$ cat src/rmq_sqrt_cell.sv
// One digit cell of the pipelined integer square root.
`timescale 1ns / 1ps
module rmq_sqrt_cell #(
  parameter int RN = 16,
  parameter int PW = 8
) (
  input  logic            clk,
  input  logic            rst_n,
  input  logic            en,
  input  logic            v_in,
  input  logic [2*RN-1:0] arg_in,
  input  logic [RN+1:0]   rem_in,
  input  logic [RN-1:0]   root_in,
  input  logic [PW-1:0]   pay_in,
  output logic            v_out,
  output logic [2*RN-1:0] arg_out,
  output logic [RN+1:0]   rem_out,
  output logic [RN-1:0]   root_out,
  output logic [PW-1:0]   pay_out
);

  logic [RN+3:0] rem_sh;
  logic [RN+3:0] trial;
  logic          take;
  logic          v_r;
  logic [2*RN-1:0] arg_r;
  logic [RN+1:0] rem_r, rem_nxt;
  logic [RN-1:0] root_r, root_nxt;
  logic [PW-1:0] pay_r;

  always_comb begin
    rem_sh = {rem_in, arg_in[2*RN-1 -: 2]};
    trial  = (RN+4)'({root_in, 2'b01});
    take   = (rem_sh >= trial);
    if (take) begin
      rem_nxt  = (RN+2)'(rem_sh - trial);
      root_nxt = {root_in[RN-2:0], 1'b1};
    end else begin
      rem_nxt  = rem_sh[RN+1:0];
      root_nxt = {root_in[RN-2:0], 1'b0};
    end
  end

  always_ff @(posedge clk) begin
    if (!rst_n) begin
      v_r <= 1'b0;
    end else if (en) begin
      v_r <= v_in;
    end
  end

  always_ff @(posedge clk) begin
    if (en) begin
      arg_r  <= {arg_in[2*RN-3:0], 2'b00};
      rem_r  <= rem_nxt;
      root_r <= root_nxt;
      pay_r  <= pay_in;
    end
  end

  assign v_out    = v_r;
  assign arg_out  = arg_r;
  assign rem_out  = rem_r;
  assign root_out = root_r;
  assign pay_out  = pay_r;

endmodule

$ cat config.mk
export PLATFORM = sky130hd
export DESIGN_NAME = rmq_sqrt_cell
export DESIGN_NICKNAME = d
export VERILOG_FILES = /design/src/rmq_sqrt_cell.sv
export SDC_FILE = /design/constraint.sdc
export NUM_CORES = 1
export LEC_CHECK = 0
export BUFFER_PORTS_ARGS = -buffer_cell sky130_fd_sc_hd__buf_2
export CAP_MARGIN = 5
export CORE_MARGIN = 1.5
export CORE_UTILIZATION = 51
export DETAILED_ROUTE_END_ITERATION = 8
export PLACE_DENSITY = 0.95
export SYNTH_ARGS = -nofsm -noshare
export SYNTH_HDL_FRONTEND = slang
export SYNTH_SLANG_ARGS = --single-unit
export TNS_END_PERCENT = 1
$ cat constraint.sdc
create_clock -name clk -period 5.4 [get_ports clk]
set_input_delay 1.08 -clock clk [delete_from_list [all_inputs] [get_ports clk]]
set_output_delay 1.08 -clock clk [all_outputs]
set_load 0.03 [all_outputs]
==> flow_summary.json, run 1 <==
{
  "outcome": "completed",
  "setup_viol": 0,
  "antennaDiodeCount": 0,
  "p_per_area_nw_per_um2": 335,
  "overflow": 0,
  "wire_per_inst_microns": 16.9,
  "gp_congestion": 0.865,
  "dp_slack_ps": 1790,
  "critPathMaxFanout": 19,
  "drtIter0Drc": 132,
  "vias_per_cell": 5.24,
  "p_leak_nw": 1.97,
  "netSwitchingPower_mw": 0.442,
  "hold_violations": 0,
  "start_util_pct": 53.2,
  "switching_share_pct": 30.0,
  "ys_ff_latch": 73,
  "worstSetupPathType": "in -> reg",
  "totalWireLength_microns": 7880,
  "slew_headroom_pct": 49.7,
  "grt_pass1_vias": 2511,
  "ir_worst_vdd_mv": 0.240,
  "dpl.hpwl_microns": 5900,
  "yosysSeqAreaShare_pct": 64.3,
  "rr_worst_depth": 2,
  "clkLatencyLatePin_ps": 340,
  "r2r_slack_ps": 4770,
  "intPower_mw": 1.03,
  "synth_cell_types": 45,
  "pwr-share-comb_pct": 25.1,
  "finClkSkew_ps": 0,
  "layout_min_cycle_time_ps": 3240,
  "grt_max_degree": 49,
  "synthCells": 226,
  "drtPass1Iterations": 4,
  "start_kind": "input port",
  "critPathLaunch": "root_in[0]",
  "htreeDepth": 3,
  "postRouteAntennaNets": 0,
  "ctsHoldBuffers": 0,
  "dieArea_sq_um": 7150,
  "worst_pin_slew_ps": 752,
  "cap_viol_max_count": 0,
  "io_buffer_count": 150,
  "post_cts_buffers": 0,
  "cts_buffers": 9,
  "post-route-period-util_pct": 59.9,
  "avgSynthCellArea_sq_um": 15.0,
  "rows": 29,
  "crit_path_cell_trace": "buf_2 > inv_1 > ha_1 > nand2b_1 > a211oi_2 > a31oi_1 > a21oi_2 > nor2b_2 > o21ai_4 > mux2_2",
  "cp-end-kind": "flop",
  "drive_above_1_share_pct": 49.6,
  "cpPeakStageDelay_ps": 610,
  "setup_ws_ps": 2160,
  "ys_warn_count": 0,
  "worstPathRequired_ps": 5490,
  "final_nets": 480,
  "die_h_microns": 84.6,
  "rsz0062_at_grt": "false",
  "min_path_type": "reg -> reg",
  "root_buffer": "clkbuf_8",
  "final_cell_mix": "buf_2 (150), edfxtp_1 (72), inv_1 (19), ha_1 (18), xnor2_1 (13)",
  "ctsResizeCount": 0,
  "drv_slew": 0,
  "cp_slowest_cell": "o21ai_4",
  "final_util_pct": 68.9,
  "core_area_sq_um": 6390,
  "clk_path_buf_depth": 2,
  "area_growth_pct": 29.6,
  "via_count": 2444,
  "r2r-start": "v_out",
  "synthesis.area_sq_um": 3390,
  "clock_sinks": 73,
  "cp_data_arrival_time_ps": 3320,
  "pwr-share-seq_pct": 47.8,
  "rr_endpoint": "v_out",
  "num_io_pins": 153,
  "nFillCells": 463,
  "tritoncts": "built",
  "die_x_microns": 84.6,
  "cts.reportedPaths.clkPinSlew_ps": 80,
  "grt_pass1_wl_microns": 12200,
  "final_common_cell": "buf_2",
  "clock_power_share_pct": 27.1,
  "drc": 0,
  "critPathCapture": "rem_out[2]",
  "grt_usage_pct": 22.4,
  "antenna_found_initial": 0,
  "tns_ps": 0,
  "fmax_mhz": 309,
  "multi_input_area_sq_um": 1100,
  "regArea_sq_um": 2180
}
## layer usage
| metal | GRT usage (%) | share of wire (%) | up-vias |
|---|---|---|---|
| met5 | 0 | 0 | - |
| met4 | 9.53 | 2.5 | 0 |
| met3 | 7.08 | 7.3 | 16 |
| met2 | 41.6 | 55 | 117 |
| met1 | 23.1 | 35 | 1158 |
| li1 | - | - | 1153 |
## through the flow
stage	cell area [sq um]	hold slack, ps	power (mW)	cells
after CTS	4400	552	1.49	466
after global placement	4210	493	1.07	450
after global routing	4400	583	1.53	466
after detailed placement	4210	528	1.09	450
after floorplan	3400	640	0.971	227
final	4400	555	1.47	466
## worst max-delay path, delay by kind of cell
| family | cells | cell delay [ps] |
|---|---|---|
| compound gates | 4 | 1190 |
| mux | 1 | 410 |
| fa+ha+maj | 1 | 330 |
| simple gates | 2 | 180 |
| buf+inv | 2 | 130 |
## worst min path at each step
stage	start	to	slack [ps]	depth (start not counted)
after CTS	v_out	v_out	550	2
after global placement	v_out	v_out	490	2
after global routing	v_out	v_out	580	2
final	v_out	v_out	550	2
after detailed placement	v_out	v_out	530	2
after floorplan	v_out	v_out	640	2
## state kept, by name, indices dropped and copies added, names as in the netlist
register and cells:
root_out 16, pay_out 8, v_out 1, arg_out 30, rem_out 18
## cell type report
class	count	area share [%]
Clock buffer	13	3.84
Clock inverter	3	0.512
Sequential cell	73	49.6
Multi-Input combinational cell	130	25.0
Inverter	19	1.62
Tap cell	77	2.19
Timing Repair Buffer	151	17.2
## power groups by stage
stage | sequential, mW | combinational (mW) | clock [mW]
global route | 0.709 | 0.395 | 0.430
floorplan | 0.834 | 0.137 | 0
detailed placement | 0.717 | 0.369 | 0
CTS | 0.705 | 0.372 | 0.410
finish | 0.704 | 0.370 | 0.399
global placement | 0.714 | 0.359 | 0
## synth_stat cells, drive strengths merged
library cell / instances / area, sq um
dfxtp: 1 / 20.0
buf: 5 / 45.0
o21ai: 7 / 46.3
a21boi: 1 / 7.51
mux2: 16 / 206
o21a: 3 / 22.5
nor2b: 3 / 21.3
a21o: 1 / 7.51
edfxtp: 72 / 2160
nand2b: 2 / 12.5
a221o: 1 / 10.0
a2111oi: 1 / 15.0
nor2: 10 / 37.5
nand2: 10 / 37.5
a211oi: 3 / 32.5
ha: 18 / 225
and3: 2 / 12.5
a311oi: 2 / 23.8
or3: 1 / 11.3
conb: 1 / 3.75
a31oi: 3 / 25.0
xnor2: 13 / 114
nand3: 2 / 10.0
inv: 19 / 71.3
o211ai: 1 / 7.51
nand4: 2 / 12.5
and2b: 1 / 7.51
o22ai: 1 / 20.0
o41a: 1 / 11.3
xor2: 4 / 35.0
nor3: 2 / 10.0
o21bai: 2 / 15.0
o31ai: 1 / 7.51
mux2i: 2 / 20.0
a21oi: 12 / 67.6
## cells by family after synthesis
group / Yosys count / synth area share [%]
DFF: 73 / 64.3
AOI/OAI and AO/OA: 40 / 9.40
and+or+nand+nor: 35 / 5.09
buffers and inverters: 24 / 3.43
adders and majority gates: 18 / 6.63
muxes: 18 / 6.67
xor gates and xnor gates: 17 / 4.39
other: 1 / 0.110
(Power assumes the default switching activity.)
==> run 2: changes to the inputs <==
--- a/config.mk
+++ b/config.mk
@@ -8,9 +8,9 @@
 export BUFFER_PORTS_ARGS = -buffer_cell sky130_fd_sc_hd__buf_2
 export CAP_MARGIN = 5
 export CORE_MARGIN = 1.5
-export CORE_UTILIZATION = 51
+export CORE_UTILIZATION = 47
 export DETAILED_ROUTE_END_ITERATION = 8
-export PLACE_DENSITY = 0.95
+export PLACE_DENSITY = 0.91
 export SYNTH_ARGS = -nofsm -noshare
 export SYNTH_HDL_FRONTEND = slang
 export SYNTH_SLANG_ARGS = --single-unit
==> constraint.sdc (replaced) <==
create_clock -name clk -period 3.3 [get_ports clk]
set_input_delay 0.66 -clock clk [delete_from_list [all_inputs] [get_ports clk]]
set_output_delay 0.66 -clock clk [all_outputs]
set_load 0.03 [all_outputs]
==> run 2 against run 1 <==
Worst hold slack lost 73 ps; combinational power increased by 64%; die area rose by 8.2%; sequential share of layout area shrank 0.86 points; power grew 71%; utilization fell by 4.1 points; non-clock buffer count grew 2; largest cell class unchanged; highest routed layer unchanged.
==> flow_summary.json, run 2 (synthesis gave the netlist of run 1 again) <==
{
  "setup_viol": 0,
  "io_buffer_count": 150,
  "ctsHoldBuffers": 0,
  "fin_cells": 487,
  "nFillCells": 551,
  "clkLatencyLatePin_ps": 340,
  "ir_worst_vdd_mv": 0.290,
  "p_per_area_nw_per_um2": 562,
  "totalWireLength_microns": 7550,
  "grt_pass1_wl_microns": 11000,
  "dpl.hpwl_microns": 5780,
  "tns_ps": 0,
  "multi_input_area_sq_um": 1100,
  "regArea_sq_um": 2180,
  "final_nets": 482,
  "htreeDepth": 3,
  "clk_path_buf_depth": 2,
  "tritoncts": "built",
  "antenna_found_initial": 0,
  "rsz0062_at_grt": "false",
  "die_h_microns": 88.0,
  "drtPass1Iterations": 4,
  "final_cell_mix": "buf_2 (150), edfxtp_1 (72), inv_1 (19), ha_1 (18), xnor2_1 (13)",
  "antennaDiodeCount": 0,
  "post-route-period-util_pct": 80.2,
  "grt_usage_pct": 19.3,
  "via_count": 2381,
  "layout_min_cycle_time_ps": 2650,
  "crit_family": "compound AO/OA/AOI/OAI gates",
  "cp-end-kind": "flop",
  "worstSetupPathType": "in -> reg",
  "largest_reg_flops": 30,
  "postRouteAntennaNets": 0,
  "cp_data_arrival_time_ps": 2740,
  "power_mw": 2.52,
  "overflow": 0,
  "clock_sinks": 73,
  "wire_per_inst_microns": 15.5,
  "start_util_pct": 49.1,
  "hold_violations": 0,
  "root_buffer": "clkbuf_8",
  "worstPathRequired_ps": 3400,
  "vias_per_cell": 4.89,
  "die_x_microns": 88.0,
  "rows": 30,
  "drc": 0,
  "p_leak_nw": 1.99,
  "cts_buffers": 9,
  "grt_pass1_vias": 2319,
  "num_io_pins": 153,
  "area_growth_pct": 31.9,
  "slew_headroom_pct": 54.4,
  "fmax_mhz": 378,
  "cpPeakStageDelay_ps": 450,
  "crit_buf_inv": 3,
  "grt_max_degree": 33,
  "cts.reportedPaths.clkPinSlew_ps": 80,
  "post_cts_buffers": 0,
  "gp_congestion": 0.842,
  "critPathMaxFanout": 14,
  "dpl.cell_count": 471,
  "drive_above_1_share_pct": 49.9,
  "cp_slowest_cell": "ha_1",
  "start_kind": "input port",
  "cap_viol_max_count": 0,
  "ctsResizeCount": 0,
  "min_path_type": "in -> reg",
  "drv_slew": 0,
  "final_common_cell": "buf_2",
  "finClkSkew_ps": 0,
  "dieArea_sq_um": 7740,
  "outcome": "completed",
  "core_area_sq_um": 6910,
  "worst_pin_slew_ps": 684,
  "drtIter0Drc": 92,
  "crit_path_cell_trace": "buf_2 > inv_1 > ha_1 > a21oi_1 > o21bai_1 > a311oi_2 > nor2b_2 > o21ai_4 > buf_12 > mux2_2"
}
-- run 2: changes by cell type in the layout (fill, tap and decap cells not counted) --
cell,before,now
clkbuf_8,12,9
bufinv_16,0,2
buf_12,0,1
buf_4,1,2
clkbuf_1,1,0
clkinv_1,0,1
clkinvlp_4,0,1
-- run 2: through the flow --
stage | setup slack (ps) | util, % | hold WS (ps) | instance area, sq um
after CTS | 662 | 64.8 | 472 | 4480
after detailed placement | 287 | 61.7 | 561 | 4260
after global placement | 300 | 61.7 | 497 | 4260
final | 654 | 64.8 | 481 | 4480
after global routing | 510 | 64.8 | 469 | 4480
after floorplan | 608 | - | 640 | 3400
-- run 2: layout make-up --
type	instances	area share, %
inverter	19	1.59
clock inverter	7	2.10
timing repair buffer	153	17.6
tap	96	2.68
clock buffer	9	2.77
multi-input combinational	130	24.6
sequential	73	48.7
-- run 2: routing by layer --
metal / GRT usage [%] / up-vias / share of wire (%)
met4: 8.37 / 0 / 1.5
met3: 5.28 / 12 / 8.5
met2: 34.4 / 107 / 52
met5: 0 / - / 0
met1: 21.4 / 1106 / 38
li1: - / 1156 / -
-- run 2: worst register-to-register path, stage by stage, from the launching register on --
cell and delay (ps):
dfxtp_1 360, mux2i_1 80, nor2b_1 140
-- run 2: where the power goes --
part	leakage, nW	switching (mW)	total (mW)	internal (mW)
sequential	0.713	0.0227	1.15	1.13
clock	0.107	0.333	0.759	0.425
combinational	1.17	0.382	0.607	0.225
-- run 2: worst paths after layout --
kind                                    end  slack (ps)       start  cells past startpoint
worst max-delay path             rem_out[8]         650  root_in[7]                     10
worst min-delay path            arg_out[24]         480  arg_in[22]                      1
worst max register to register        v_out        2660       v_out                      2
worst min register to register        v_out         570       v_out                      2
==> run 3: changes to the inputs <==
--- a/config.mk
+++ b/config.mk
@@ -8,9 +8,9 @@
 export BUFFER_PORTS_ARGS = -buffer_cell sky130_fd_sc_hd__buf_2
 export CAP_MARGIN = 5
 export CORE_MARGIN = 1.5
-export CORE_UTILIZATION = 47
+export CORE_UTILIZATION = 42
 export DETAILED_ROUTE_END_ITERATION = 8
-export PLACE_DENSITY = 0.91
+export PLACE_DENSITY = 0.87
 export SYNTH_ARGS = -nofsm -noshare
 export SYNTH_HDL_FRONTEND = slang
 export SYNTH_SLANG_ARGS = --single-unit
==> constraint.sdc (replaced) <==
create_clock -name clk -period 2.3 [get_ports clk]
set_input_delay 0.46 -clock clk [delete_from_list [all_inputs] [get_ports clk]]
set_output_delay 0.46 -clock clk [all_outputs]
set_load 0.03 [all_outputs]
==> run 3 against run 2 <==
Routed wire length grew 5.6%; combinational power grew 59%; highest routed layer unchanged; non-clock buffer count grew 36.
==> flow_summary.json, run 3 (synthesis gave the netlist of run 1 again) <==
{
  "via_count": 2545,
  "rsz0062_at_grt": "false",
  "critPathLaunch": "root_in[9]",
  "htreeDepth": 3,
  "outcome": "completed",
  "worstPathRequired_ps": 2400,
  "overflow": 0,
  "final_util_pct": 62.4,
  "start_util_pct": 43.7,
  "ctsHoldBuffers": 0,
  "nFillCells": 637,
  "cap_viol_max_count": 0,
  "setup_viol": 0,
  "drc": 0,
  "clock_sinks": 73,
  "drv_slew": 0,
  "drtPass1Iterations": 4,
  "critPathMaxFanout": 11,
  "core_area_sq_um": 7770,
  "r2r_slack_ps": 1610,
  "dpl.cell_count": 513,
  "dieArea_sq_um": 8630,
  "hold_violations": 0,
  "grt_usage_pct": 18.7,
  "antennaDiodeCount": 0,
  "worstSetupPathType": "in -> reg",
  "dpl.hpwl_microns": 6140,
  "die_h_microns": 92.9,
  "layout_min_cycle_time_ps": 2210,
  "fmax_mhz": 452,
  "drtIter0Drc": 75,
  "hold_depth": 1,
  "postRouteAntennaNets": 0,
  "tritoncts": "built",
  "die_x_microns": 92.9,
  "p_leak_nw": 2.17,
  "rows": 32,
  "clk_path_buf_depth": 2,
  "area_growth_pct": 42.8,
  "ctsResizeCount": 0,
  "drive_above_1_share_pct": 56.0,
  "tns_ps": 0,
  "start_kind": "input port",
  "cp-end-kind": "flop",
  "ir_worst_vdd_mv": 0.322,
  "clkLatencyLatePin_ps": 350,
  "hold_slack_ps": 280,
  "io_buffer_count": 150,
  "num_io_pins": 153,
  "totalWireLength_microns": 7970,
  "cts.reportedPaths.clkPinSlew_ps": 80,
  "final_cell_mix": "buf_2 (149), edfxtp_1 (72), buf_4 (37), inv_1 (18), ha_1 (14)",
  "antenna_found_initial": 0,
  "dp_slack_ps": -319,
  "vias_per_cell": 4.81,
  "grt_pass1_vias": 2486,
  "post-route-period-util_pct": 96.1,
  "setup_ws_ps": 88.8,
  "wire_per_inst_microns": 15.1,
  "cts_buffers": 9,
  "finClkSkew_ps": 0,
  "post_cts_buffers": 0,
  "final_common_cell": "buf_2",
  "largest_reg_flops": 30,
  "p_per_area_nw_per_um2": 770,
  "grt_pass1_wl_microns": 12000,
  "min_from": "arg_in[16]",
  "fin_cells": 529,
  "cp_data_arrival_time_ps": 2310,
  "min_path_type": "in -> reg",
  "gp_congestion": 0.830,
  "min_to": "arg_out[18]",
  "rr_worst_depth": 2,
  "grt_max_degree": 49,
  "rr_endpoint": "v_out",
  "final_nets": 518,
  "root_buffer": "clkbuf_8",
  "r2r-start": "v_out"
}
[run 3: area by class of cell]
type	instances	area, sq um	area share, %
clock inverter	6	91.3	1.88
tap	102	128	2.63
timing repair buffer	189	1080	22.4
multi-input combinational	130	1160	24.0
sequential	73	2180	45.0
inverter	19	71.3	1.47
clock buffer	10	128	2.63
[run 3: how the worst max path moves through the flow]
| stage | end | slack, ps | depth (start not counted) |
|---|---|---|---|
| after floorplan | rem_out[10] | -150 | 9 |
| after global placement | rem_out[10] | -280 | 9 |
| after detailed placement | rem_out[11] | -320 | 10 |
| after CTS | rem_out[15] | 60 | 10 |
| after global routing | rem_out[4] | 2 | 10 |
| final | rem_out[10] | 90 | 10 |
[run 3: worst max-delay path: stages]
cell,delay (ps)
buf_2,90
inv_1,40
ha_1,330
a21o_1,220
o21bai_1,180
a311oi_2,240
nor2b_4,210
o21ai_4,80
buf_12,150
mux2_4,290
[run 3: per-stage QoR]
step	total power, mW	area [sq um]
2_1_floorplan	2.29	3450
3_3_place_gp	2.62	4620
3_5_place_dp	2.65	4620
4_1_cts	3.77	4840
5_1_grt	3.89	4850
6_report	3.73	4850
[run 3: report_power, final]
part           total, mW  switching, mW  internal (mW)
clock network       1.11          0.499          0.615
registers           1.65         0.0325           1.62
logic              0.967          0.567          0.400
[run 3: metal layers]
layer / track usage (%) / vias to the layer above / share of wire, %
met2: 35.1 / 102 / 55
met3: 5.67 / 7 / 6.6
met1: 19.4 / 1208 / 37
met5: 0 / - / 0
met4: 6.44 / 0 / 1.1
li1: - / 1228 / -
