`config.mk`:
```
export PLATFORM = sky130hd
export DESIGN_NAME = rmq_div_cell
export DESIGN_NICKNAME = d
export VERILOG_FILES = /design/src/rmq_pkg.sv /design/src/rmq_div_cell.sv
export SDC_FILE = /design/constraint.sdc
export NUM_CORES = 1
export LEC_CHECK = 0
export ABC_AREA = 1
export BUFFER_PORTS_ARGS = -buffer_cell sky130_fd_sc_hd__buf_2
export CAP_MARGIN = 25
export CORE_AREA = 2 2 205 207
export DETAILED_ROUTE_END_ITERATION = 8
export DIE_AREA = 0 0 207 209
export PLACE_DENSITY = 0.65
export SLEW_MARGIN = 5
export SYNTH_ARGS = -nofsm -noshare
export SYNTH_HDL_FRONTEND = slang
export SYNTH_SLANG_ARGS = --single-unit
```
`constraint.sdc`:
```
create_clock -name clk -period 4.4 [get_ports clk]
set_input_delay 0.22 -clock clk [delete_from_list [all_inputs] [get_ports clk]]
set_output_delay 0.22 -clock clk [all_outputs]
set_load 0.01 [all_outputs]
```
`src/rmq_pkg.sv`:
```
// Shared constants and types for the rotation matrix to quaternion block.
`timescale 1ns / 1ps
package rmq_pkg;

  localparam int DATA_WIDTH_DEF = 16;
  localparam int FRAC_BITS_DEF  = 14;
  localparam int THR_W          = 15;
  localparam int CFG_DATA_W     = 32;
  localparam int CFG_ADDR_W     = 3;
  localparam int NUM_LANES      = 3;

  localparam logic [THR_W-1:0] THR_RESET = 15'd2;

  // register index of trace_threshold
  localparam logic REG_TRACE_THRESHOLD = 1'b0;

  typedef enum logic [1:0] {
    PATH_TRACE,
    PATH_X,
    PATH_Y,
    PATH_Z
  } path_t;

endpackage

```
`src/rmq_div_cell.sv`:
```
// One quotient-bit cell of the pipelined restoring dividers, all lanes.
`timescale 1ns / 1ps
module rmq_div_cell #(
  parameter int DW = 17,
  parameter int NW = 31,
  parameter int PW = 8
) (
  input  logic                                clk,
  input  logic                                rst_n,
  input  logic                                en,
  input  logic                                v_in,
  input  logic [DW-1:0]                       d_in,
  input  logic [rmq_pkg::NUM_LANES*NW-1:0]     n_in,
  input  logic [rmq_pkg::NUM_LANES*(DW+1)-1:0] rem_in,
  input  logic [rmq_pkg::NUM_LANES*NW-1:0]     q_in,
  input  logic [PW-1:0]                       pay_in,
  output logic                                v_out,
  output logic [DW-1:0]                       d_out,
  output logic [rmq_pkg::NUM_LANES*NW-1:0]     n_out,
  output logic [rmq_pkg::NUM_LANES*(DW+1)-1:0] rem_out,
  output logic [rmq_pkg::NUM_LANES*NW-1:0]     q_out,
  output logic [PW-1:0]                       pay_out
);
  import rmq_pkg::*;

  logic                         v_r;
  logic [DW-1:0]                d_r;
  logic [NUM_LANES*NW-1:0]      n_r, n_nxt;
  logic [NUM_LANES*(DW+1)-1:0]  rem_r, rem_nxt;
  logic [NUM_LANES*NW-1:0]      q_r, q_nxt;
  logic [PW-1:0]                pay_r;

  always_comb begin
    logic [DW+1:0] rs;
    for (int l = 0; l < NUM_LANES; l++) begin
      rs = {rem_in[l*(DW+1) +: DW+1], n_in[l*NW + NW-1]};
      n_nxt[l*NW +: NW] = {n_in[l*NW +: NW-1], 1'b0};
      if (rs >= (DW+2)'(d_in)) begin
        rem_nxt[l*(DW+1) +: DW+1] = (DW+1)'(rs - (DW+2)'(d_in));
        q_nxt[l*NW +: NW] = {q_in[l*NW +: NW-1], 1'b1};
      end else begin
        rem_nxt[l*(DW+1) +: DW+1] = rs[DW:0];
        q_nxt[l*NW +: NW] = {q_in[l*NW +: NW-1], 1'b0};
      end
    end
  end

  always_ff @(posedge clk) begin
    if (!rst_n) begin
      v_r <= 1'b0;
    end else if (en) begin
      v_r <= v_in;
    end
  end

  always_ff @(posedge clk) begin
    if (en) begin
      d_r   <= d_in;
      n_r   <= n_nxt;
      rem_r <= rem_nxt;
      q_r   <= q_nxt;
      pay_r <= pay_in;
    end
  end

  assign v_out   = v_r;
  assign d_out   = d_r;
  assign n_out   = n_r;
  assign rem_out = rem_r;
  assign q_out   = q_r;
  assign pay_out = pay_r;

endmodule

```
==> reports/summary.txt, run 1 <==
RD Place Congestion: 0.908
Most common cell on crit path: nand2_1
Synth top area share: 0.634
largest stage delay on the critical path: 0.63 ns
Final Power: 6.94 mW
total number of vias: 11200
Yosys top cell by area: edfxtp_1
CTS buffer count: 29
r2r setup slk: 3.20 ns
placed cell area: 15700 um^2
Critical Path Sink Type: flop
drt drc: 0
Syn Inst Count: 1163
Worst path depth: 13
post-cts sizing count: 0
GRT Resource Usage Total: 0.193
synth-to-layout area growth: 54.5%
critical-path maximum fanout: 17
final hold vios: 0
number of setup violations in the final report: 0
first-pass GRT wire length: 64600 um
commonest non-fill, non-tap cell in the layout: buf_2
CP required: 4.83 ns
crit path cell chain: dlygate4sd3_1 > buf_2 > inv_1 > ha_1 > nand2_1 > inv_1 > nand2_1 > nand2_1 > nand3b_4 > nand3_2 > nor2_4 > nand2_1 > nand2_1
vias in the first global route: 11100
max-cap violation count: 0
Design Area, Final: 19200 um^2
max_slew headroom: 0.450
DR vias/cell: 4.43
Final WS setup: 1.83 ns
Crit-path slowest cell: nor2_4
FF-to-FF End: v_out
largest net degree at the start of global routing: 99
worst slew pin tran: 0.823 ns
largest cells by area after synthesis: edfxtp_1, nand2_1, ha_1, inv_1, nor2_1
Slew Viols, Final: 0
core area: 41300 um^2
Setup TNS: 0 ns
Min-Delay Path Class: in2reg
hold worst-path end: rem_out[46]
DP HPWL: 32100 um
CTS tree: built
Layout Nets: 2294
htree depth: 1
leakage: 9.22 nW
post-synthesis register bit count: 263
syn_area_per_cell: 10.7 um^2
drt pass-1 iters: 5
total grt overflow: 0
status: completed
worst slack, placed: 1.81 ns
Worst Reg-to-Reg Cells: 3
CTS sink cnt: 263
Critical Path Start Type: input pin
min-delay src: rem_in[45]
period utilization: 0.584
yosys warns: 0
Clk Latency, worst-skew pair: 0.56 ns
count of different cell masters after synthesis: 31
Top Ports: 535
starting DRC count in detailed routing: 692
Routed WL: 43900 um
final hold slack: 0.0295 ns
reg2reg start: v_out
Worst-path clk slew: 0.06 ns
Peak supply drop: 0.250 mV
Seq/Total Area, Yosys: 0.636
Crit Path Class: in2reg
Root Buffer: clkbuf_16
min cycle time layout: 2.57 ns
RSZ-0062 raised after global routing: false
Critical Path AT: 3.00 ns
clk buf depth: 3
crit-path leading delay family: simple AND/OR/NAND/NOR gates
area of the mapped netlist: 12400 um^2
Achievable Freq: 0.389 GHz
initial core utilization: 0.300
hold depth: 3
commonest cells after routing, fill and taps aside: buf_2, nand2_1, edfxtp_1, dlygate4sd3_1, inv_1
share of layout cells above drive strength 1: 0.320
IO Port Bufs: 528
DIE AREA: 43300 um^2
Die Height: 209 um
P per Cell Area: 362 nW/um^2
WL/cell: 17.3 um
post-layout util: 0.464
Die Width: 207 um
buffers and inverters on the worst path: 4
num rows: 75
Post-DRT Antenna Nets: 0
dpl cells: 2226
CP Launch Point: d_in[1]
clk_skew: 0 ns
initial antenna violation count: 5
fin cells: 2531
logic make-up after synthesis:
group | count (synthesis) | share of synthesized area
xor+xnor | 21 | 0.0148
other cells | 1 | 0.000302
compound gates | 46 | 0.0226
fa+ha+maj | 54 | 0.0563
flops | 263 | 0.636
buf+inv | 180 | 0.0597
simple gates | 598 | 0.210
layout make-up:
type,instances,area (um^2)
clock inverters,16,204
diodes,3,7.51
fillers,3758,22100
multi-input cells,722,3780
well taps,539,674
clock buffers,33,741
repair buffers,784,5220
inverters,171,642
flip-flops and latches,263,7890
synth_stat cells, drive strengths merged:
master  number
conb         1
inv        171
buf          9
nand3b      13
ha          51
edfxtp     262
nand4        7
a21oi       34
fa           3
dfxtp        1
nand3       39
nor2        69
xor2        18
o21ai       10
nand2      465
nor3         3
o21bai       2
xnor2        3
or2          2
power breakdown:
part	internal, mW	switching, mW	leakage [nW]
combinational	0.593	0.795	6.19
sequential	3.04	0.0730	2.57
clock	1.44	0.996	0.457
total	5.07	1.86	9.22
state kept, by name, indices dropped and copies added, names as in the netlist:
signal   flops
q_out       93
n_out       90
rem_out     54
d_out       17
pay_out      8
v_out        1
timing repair:
action,CTS,global route
endpoints found under the hold margin,252,0
buffers inserted,0,0
hold buffers,253,0
how the worst max path moves through the flow:
stage / endpoint / slack [ns]
final: rem_out[14] / 1.83
after global routing: rem_out[14] / 1.69
after CTS: rem_out[14] / 1.89
after detailed placement: rem_out[1] / 1.81
after global placement: rem_out[14] / 1.83
after floorplan: rem_out[17] / 2.58
worst min-delay path, stage by stage:
cell,delay (ns)
buf_2,0.11
nand2_1,0.06
nand2_1,0.07
layer usage:
layer | up-vias | GRT usage | wire length, um
li1 | 5419 | - | -
met1 | 5228 | 0.217 | 16700
met2 | 463 | 0.353 | 22500
met3 | 96 | 0.0427 | 2970
met4 | 4 | 0.0810 | 1730
met5 | - | 0 | 22
Note: power is estimated with default switching activity, not from simulation.
==> inputs of run 2 (changes only) <==
--- a/config.mk
+++ b/config.mk
@@ -5,13 +5,13 @@
 export SDC_FILE = /design/constraint.sdc
 export NUM_CORES = 1
 export LEC_CHECK = 0
-export ABC_AREA = 1
+export ABC_AREA = 0
 export BUFFER_PORTS_ARGS = -buffer_cell sky130_fd_sc_hd__buf_2
 export CAP_MARGIN = 25
-export CORE_AREA = 2 2 205 207
+export CORE_AREA = 2 2 206 208
 export DETAILED_ROUTE_END_ITERATION = 8
-export DIE_AREA = 0 0 207 209
-export PLACE_DENSITY = 0.65
+export DIE_AREA = 0 0 208 210
+export PLACE_DENSITY = 0.62
 export SLEW_MARGIN = 5
 export SYNTH_ARGS = -nofsm -noshare
 export SYNTH_HDL_FRONTEND = slang
==> constraint.sdc (replaced) <==
create_clock -name clk -period 2.5 [get_ports clk]
set_input_delay 0.125 -clock clk [delete_from_list [all_inputs] [get_ports clk]]
set_output_delay 0.125 -clock clk [all_outputs]
set_load 0.01 [all_outputs]
==> run 2 against run 1 <==
Against the previous run:
- combinational power increased by 94%
- final cell count decreased by 12%
- utilization decreased by 0.18 points
- routed wire length decreased by 2.7%
- clock-buffer cell count decreased by 1
- critical endpoint is now rem_out[50]
==> reports/summary.txt, run 2 <==
DR vias/cell: 4.47
Worst-path clk slew: 0.06 ns
min cycle time layout: 2.47 ns
first-pass GRT wire length: 61700 um
WL/cell: 19.2 um
num rows: 75
number of setup violations in the final report: 0
crit path cell chain: dlygate4sd3_1 > buf_2 > inv_1 > ha_1 > buf_4 > nand3_1 > o2111ai_1 > a31o_2 > nand3_1 > a41oi_1 > xnor2_1 > a21oi_1
IO Port Bufs: 528
starting DRC count in detailed routing: 583
RD Place Congestion: 0.904
Setup TNS: 0 ns
Achievable Freq: 0.404 GHz
CTS sink cnt: 263
share of layout cells above drive strength 1: 0.449
largest net degree at the start of global routing: 67
Min-Delay Path Class: in2reg
critical-path maximum fanout: 5
Crit Path Class: in2reg
largest cells by area after synthesis: edfxtp_1, ha_1, a21oi_1, xnor2_1, nor2_1
post-synthesis async set-or-reset flop share: 0
Root Buffer: clkbuf_16
Clk Latency, worst-skew pair: 0.55 ns
GRT Resource Usage Total: 0.185
cell with the most instances after synthesis: edfxtp_1
DIE AREA: 43700 um^2
Die Width: 208 um
DP HPWL: 31500 um
clk buf depth: 3
htree depth: 1
Critical Path AT: 2.77 ns
Critical Path Start Type: input pin
final hold vios: 0
Syn Inst Count: 753
drt drc: 0
area of the mapped netlist: 11300 um^2
Peak supply drop: 0.400 mV
EDFF count, synth: 262
CTS tree: built
synth-to-layout area growth: 69.4%
Crit-path slowest cell: dlygate4sd3_1
period utilization: 0.989
max reg flops: 93
Top Ports: 535
CTS buffer count: 28
CP required: 2.80 ns
commonest non-fill, non-tap cell in the layout: buf_2
leakage: 8.27 nW
combinational group share of total power: 0.220
Yosys top cell by area: edfxtp_1
status: completed
Int Pwr: 9.03 mW
largest stage delay on the critical path: 0.53 ns
core area: 41500 um^2
switch share: 0.264
total number of vias: 9962
Psw: 3.24 mW
Seq/Total Area, Yosys: 0.697
Synth top area share: 0.695
Slew Viols, Final: 0
syn_area_per_cell: 15.0 um^2
Final Power: 12.3 mW
initial core utilization: 0.273
most frequent cells after synthesis: edfxtp_1, a21oi_1, nor2_1
Seq pwr share: 0.447
drt pass-1 iters: 5
initial antenna violation count: 5
Die Height: 210 um
Most common cell on crit path: nand3_1
max_slew headroom: 0.623
max-cap violation count: 0
clock share of power: 0.333
Layout Nets: 1992
Design Area, Final: 19200 um^2
clk_skew: 0 ns
P per Cell Area: 640 nW/um^2
Routed WL: 42700 um
placed cell area: 15500 um^2
yosys warns: 0
commonest cells after routing, fill and taps aside: buf_2, edfxtp_1, dlygate4sd3_1, buf_4, a21oi_1
total grt overflow: 0
RSZ-0062 raised after global routing: true
Post-DRT Antenna Nets: 0
vias in the first global route: 10300
Critical Path Sink Type: flop
count of different cell masters after synthesis: 67
top_reg_cell synth: edfxtp_1
post-synthesis register bit count: 263
worst slew pin tran: 0.565 ns
## run 2: changes by cell type after synthesis, sizes merged, moves of 21 or more
cell,before,now
nand2,465,35
nand3,39,18
xnor2,3,29
a21oi,34,65
inv,171,31
mux2,0,21
## run 2: final cells by class
cell class                      instances  area, um^2
Tap cell                              539         674
Multi-Input combinational cell        440        3360
Timing Repair Buffer                  905        6230
Clock buffer                           32         737
Clock inverter                         17         154
Antenna cell                            3        7.51
Fill cell                            3644       22300
Sequential cell                       263        7890
Inverter                               31         128
## run 2: cells by family (layout without fill, tap and decap cells)
logic type / after synthesis / count (layout) / synth area share
buffers and inverters: 52 / 985 / 0.0221
adder cells (fa/ha/maj): 54 / 54 / 0.0617
flip-flops: 263 / 263 / 0.697
AND/OR/NAND/NOR: 157 / 157 / 0.0661
multiplexers: 24 / 24 / 0.0279
XOR/XNOR: 39 / 39 / 0.0302
other: 1 / 6 / 0.000331
AO/OA/AOI/OAI: 163 / 163 / 0.0949
## run 2: what timing repair did
| item | 4_1_cts | 5_1_grt |
|---|---|---|
| buffers inserted | 0 | 3 |
| endpoints found under the hold margin | 258 | 0 |
| hold buffers | 259 | 0 |
| gates resized for setup | 0 | 41 |
| endpoints found under the setup margin | 0 | 49 |
## run 2: metrics by stage
step / instances / util / worst slack (ns) / hold WS (ns)
4_1_cts: 2224 / 0.457 / 0.0122 / 0.00319
2_1_floorplan: 755 / - / 0.102 / 0.224
3_3_place_gp: 1916 / 0.373 / -0.142 / 0.302
5_1_grt: 2230 / 0.462 / -0.0582 / 0.0212
6_report: 2230 / 0.462 / 0.0274 / 0.0329
3_5_place_dp: 1916 / 0.373 / -0.154 / 0.303
## run 2: routing by layer
metal  track usage  wire length, um  vias to the layer above  share of wire
li1              -                -                     4713              -
met4        0.0673             1400                        2          0.033
met3        0.0393             2580                       74          0.060
met1         0.216            17000                     4781           0.40
met5             0               16                        -        0.00037
met2         0.334            21800                      392           0.51
## run 2: worst max-delay path, delay by kind of cell
kind	cells	cell delay (ns)
AOI/OAI and AO/OA	4	0.98
xor gates and xnor gates	1	0.17
and+or+nand+nor	2	0.19
buffers and inverters	4	0.94
adders and majority gates	1	0.36
## run 2: final timing paths
kind	start	to	slack, ns	depth (start not counted)
min	rem_in[29]	rem_out[30]	0.03	4
max reg2reg	v_out	v_out	1.35	3
max	d_in[5]	rem_out[50]	0.03	12
min reg2reg	v_out	v_out	1.09	3
## run 2: power by group through the flow
stage               Sequential [mW]  Combinational (mW)  Clock [mW]
floorplan                      5.80               0.820           0
global placement               5.56                2.27           0
detailed placement             5.57                2.29           0
CTS                            5.48                2.63        4.20
global route                   5.52                2.90        4.38
finish                         5.49                2.70        4.08
==> inputs of run 3 (changes only) <==
--- a/config.mk
+++ b/config.mk
@@ -11,7 +11,7 @@
 export CORE_AREA = 2 2 206 208
 export DETAILED_ROUTE_END_ITERATION = 8
 export DIE_AREA = 0 0 208 210
-export PLACE_DENSITY = 0.62
+export PLACE_DENSITY = 0.55
 export SLEW_MARGIN = 5
 export SYNTH_ARGS = -nofsm -noshare
 export SYNTH_HDL_FRONTEND = slang
==> run 3 against run 2 <==
Against the previous run:
- maximum frequency decreased by 0.90%
- worst setup slack got worse by 0.022 ns
- routed wire length decreased by 1.6%
- power increased by 2.4%
- sequential share of layout area decreased by 0.90 points
- non-clock buffer count increased by 10
- global-route usage decreased by 0.34 points
- clock power increased by 5.4%
- register-to-register slack about the same
- utilization increased by 1.0 points
- first-iteration DRC count decreased by 2.7%
==> reports/summary.txt, run 3 (synthesis results as in run 2) <==
fill count: 3712
met3 GRT Util: 0.0334
FF-to-FF End: v_out
commonest non-fill, non-tap cell in the layout: buf_2
total number of vias: 10000
Worst Reg-to-Reg Cells: 3
hold depth: 1
number of setup violations in the final report: 0
Post-DRT Antenna Nets: 0
CP required: 2.80 ns
commonest cells after routing, fill and taps aside: buf_2, edfxtp_1, dlygate4sd3_1, buf_4, a21oi_1
Critical Path Start Type: input pin
Slew Viols, Final: 0
P per Cell Area: 641 nW/um^2
post-layout util: 0.473
Achievable Freq: 0.401 GHz
CTS tree: built
max reg flops: 93
reg2reg start: v_out
Worst-path clk slew: 0.06 ns
met1 Track Usage GR: 0.222
core area: 41500 um^2
critical-path maximum fanout: 5
Crit Path Class: in2reg
max_slew headroom: 0.593
r2r setup slk: 1.35 ns
CTS buffer count: 31
Reg area: 7890 um^2
drt pass-1 iters: 4
final hold vios: 0
total grt overflow: 0
max-cap violation count: 0
Critical Path AT: 2.79 ns
htree depth: 1
drt drc: 0
status: completed
Multi-input gate area: 3530 um^2
min cycle time layout: 2.50 ns
clk buf depth: 3
placed cell area: 15400 um^2
initial antenna violation count: 7
DIE AREA: 43700 um^2
met2 global-route usage: 0.322
Min-Delay Path Class: in2reg
worst slew pin tran: 0.611 ns
largest net degree at the start of global routing: 70
Peak supply drop: 0.464 mV
GR peak layer: met2
share of layout cells above drive strength 1: 0.460
synth-to-layout area growth: 73.2%
starting DRC count in detailed routing: 567
Clk Latency, worst-skew pair: 0.55 ns
Top Ports: 535
DP HPWL: 31000 um
final hold slack: 0.0602 ns
Die Height: 210 um
vias in the first global route: 10200
CTS sink cnt: 263
GRT Resource Usage Total: 0.181
first-pass GRT wire length: 61100 um
Root Buffer: clkbuf_16
Layout Nets: 2006
num rows: 75
Critical Path Sink Type: flop
Routed WL: 42100 um
WL/cell: 18.7 um
min-delay src: en
initial core utilization: 0.273
period utilization: 0.998
Final Power: 12.6 mW
IO Port Bufs: 528
RSZ-0062 raised after global routing: true
DR vias/cell: 4.45
Die Width: 208 um
clk_skew: 0 ns
RD Place Congestion: 0.897
hold worst-path end: n_out[4]
leakage: 8.40 nW
Design Area, Final: 19600 um^2
[run 3: cell types whose count changed in the layout (fill, tap and decap cells not counted), moves of 5 or more]
cell,change
buf_12,+5
ha_1,-8
clkbuf_1,+6
ha_4,+6
[run 3: worst max path at each step]
stage | from | endpoint | slack, ns
after floorplan | d_in[1] | rem_out[24] | 0.10
after global placement | n_in[30] | rem_out[16] | -0.17
after detailed placement | n_in[30] | rem_out[16] | -0.16
after CTS | d_in[14] | rem_out[40] | 0.007
after global routing | d_in[12] | rem_out[37] | -0.06
final | d_in[12] | rem_out[37] | 0.005
[run 3: per-layer routing]
layer | share of wire | wire [um] | up-vias
met3 | 0.057 | 2400 | 77
met4 | 0.033 | 1410 | 2
met1 | 0.40 | 16900 | 4822
met2 | 0.51 | 21300 | 371
met5 | 0.00031 | 13 | -
li1 | - | - | 4756
[run 3: final cells by class]
class                           count  area share
Inverter                           31     0.00689
Antenna cell                        6    0.000766
Tap cell                          539      0.0344
Timing Repair Buffer              915       0.326
Multi-Input combinational cell    441       0.180
Clock inverter                     17     0.00779
Sequential cell                   263       0.402
Clock buffer                       40      0.0413
[run 3: worst max-delay path: stages]
cell	delay [ns]
dlygate4sd3_1	0.53
buf_2	0.13
clkinvlp_4	0.13
buf_12	0.16
ha_1	0.38
nand2_1	0.10
nor2_2	0.20
nand3_2	0.17
nor3_2	0.24
a21o_1	0.27
mux2_2	0.36
[run 3: what timing repair did]
item | 4_1_cts | 5_1_grt
hold buffers | 261 | 3
endpoints found under the hold margin | 260 | 3
setup buffers | 0 | 17
resized for setup | 0 | 73
endpoints found under the setup margin | 0 | 49
[run 3: report_power, final]
group / switching [mW] / internal, mW
clock network: 1.81 / 2.50
registers: 0.120 / 5.37
logic: 1.37 / 1.41
total: 3.29 / 9.27
[run 3: stage by stage]
stage	std cells	setup TNS [ns]	setup slack (ns)
floorplan	755	0	0.102
global placement	1909	-1.04	-0.167
detailed placement	1909	-1.71	-0.161
CTS	2227	0	0.00733
global route	2250	-0.357	-0.0567
finish	2252	0	0.00495
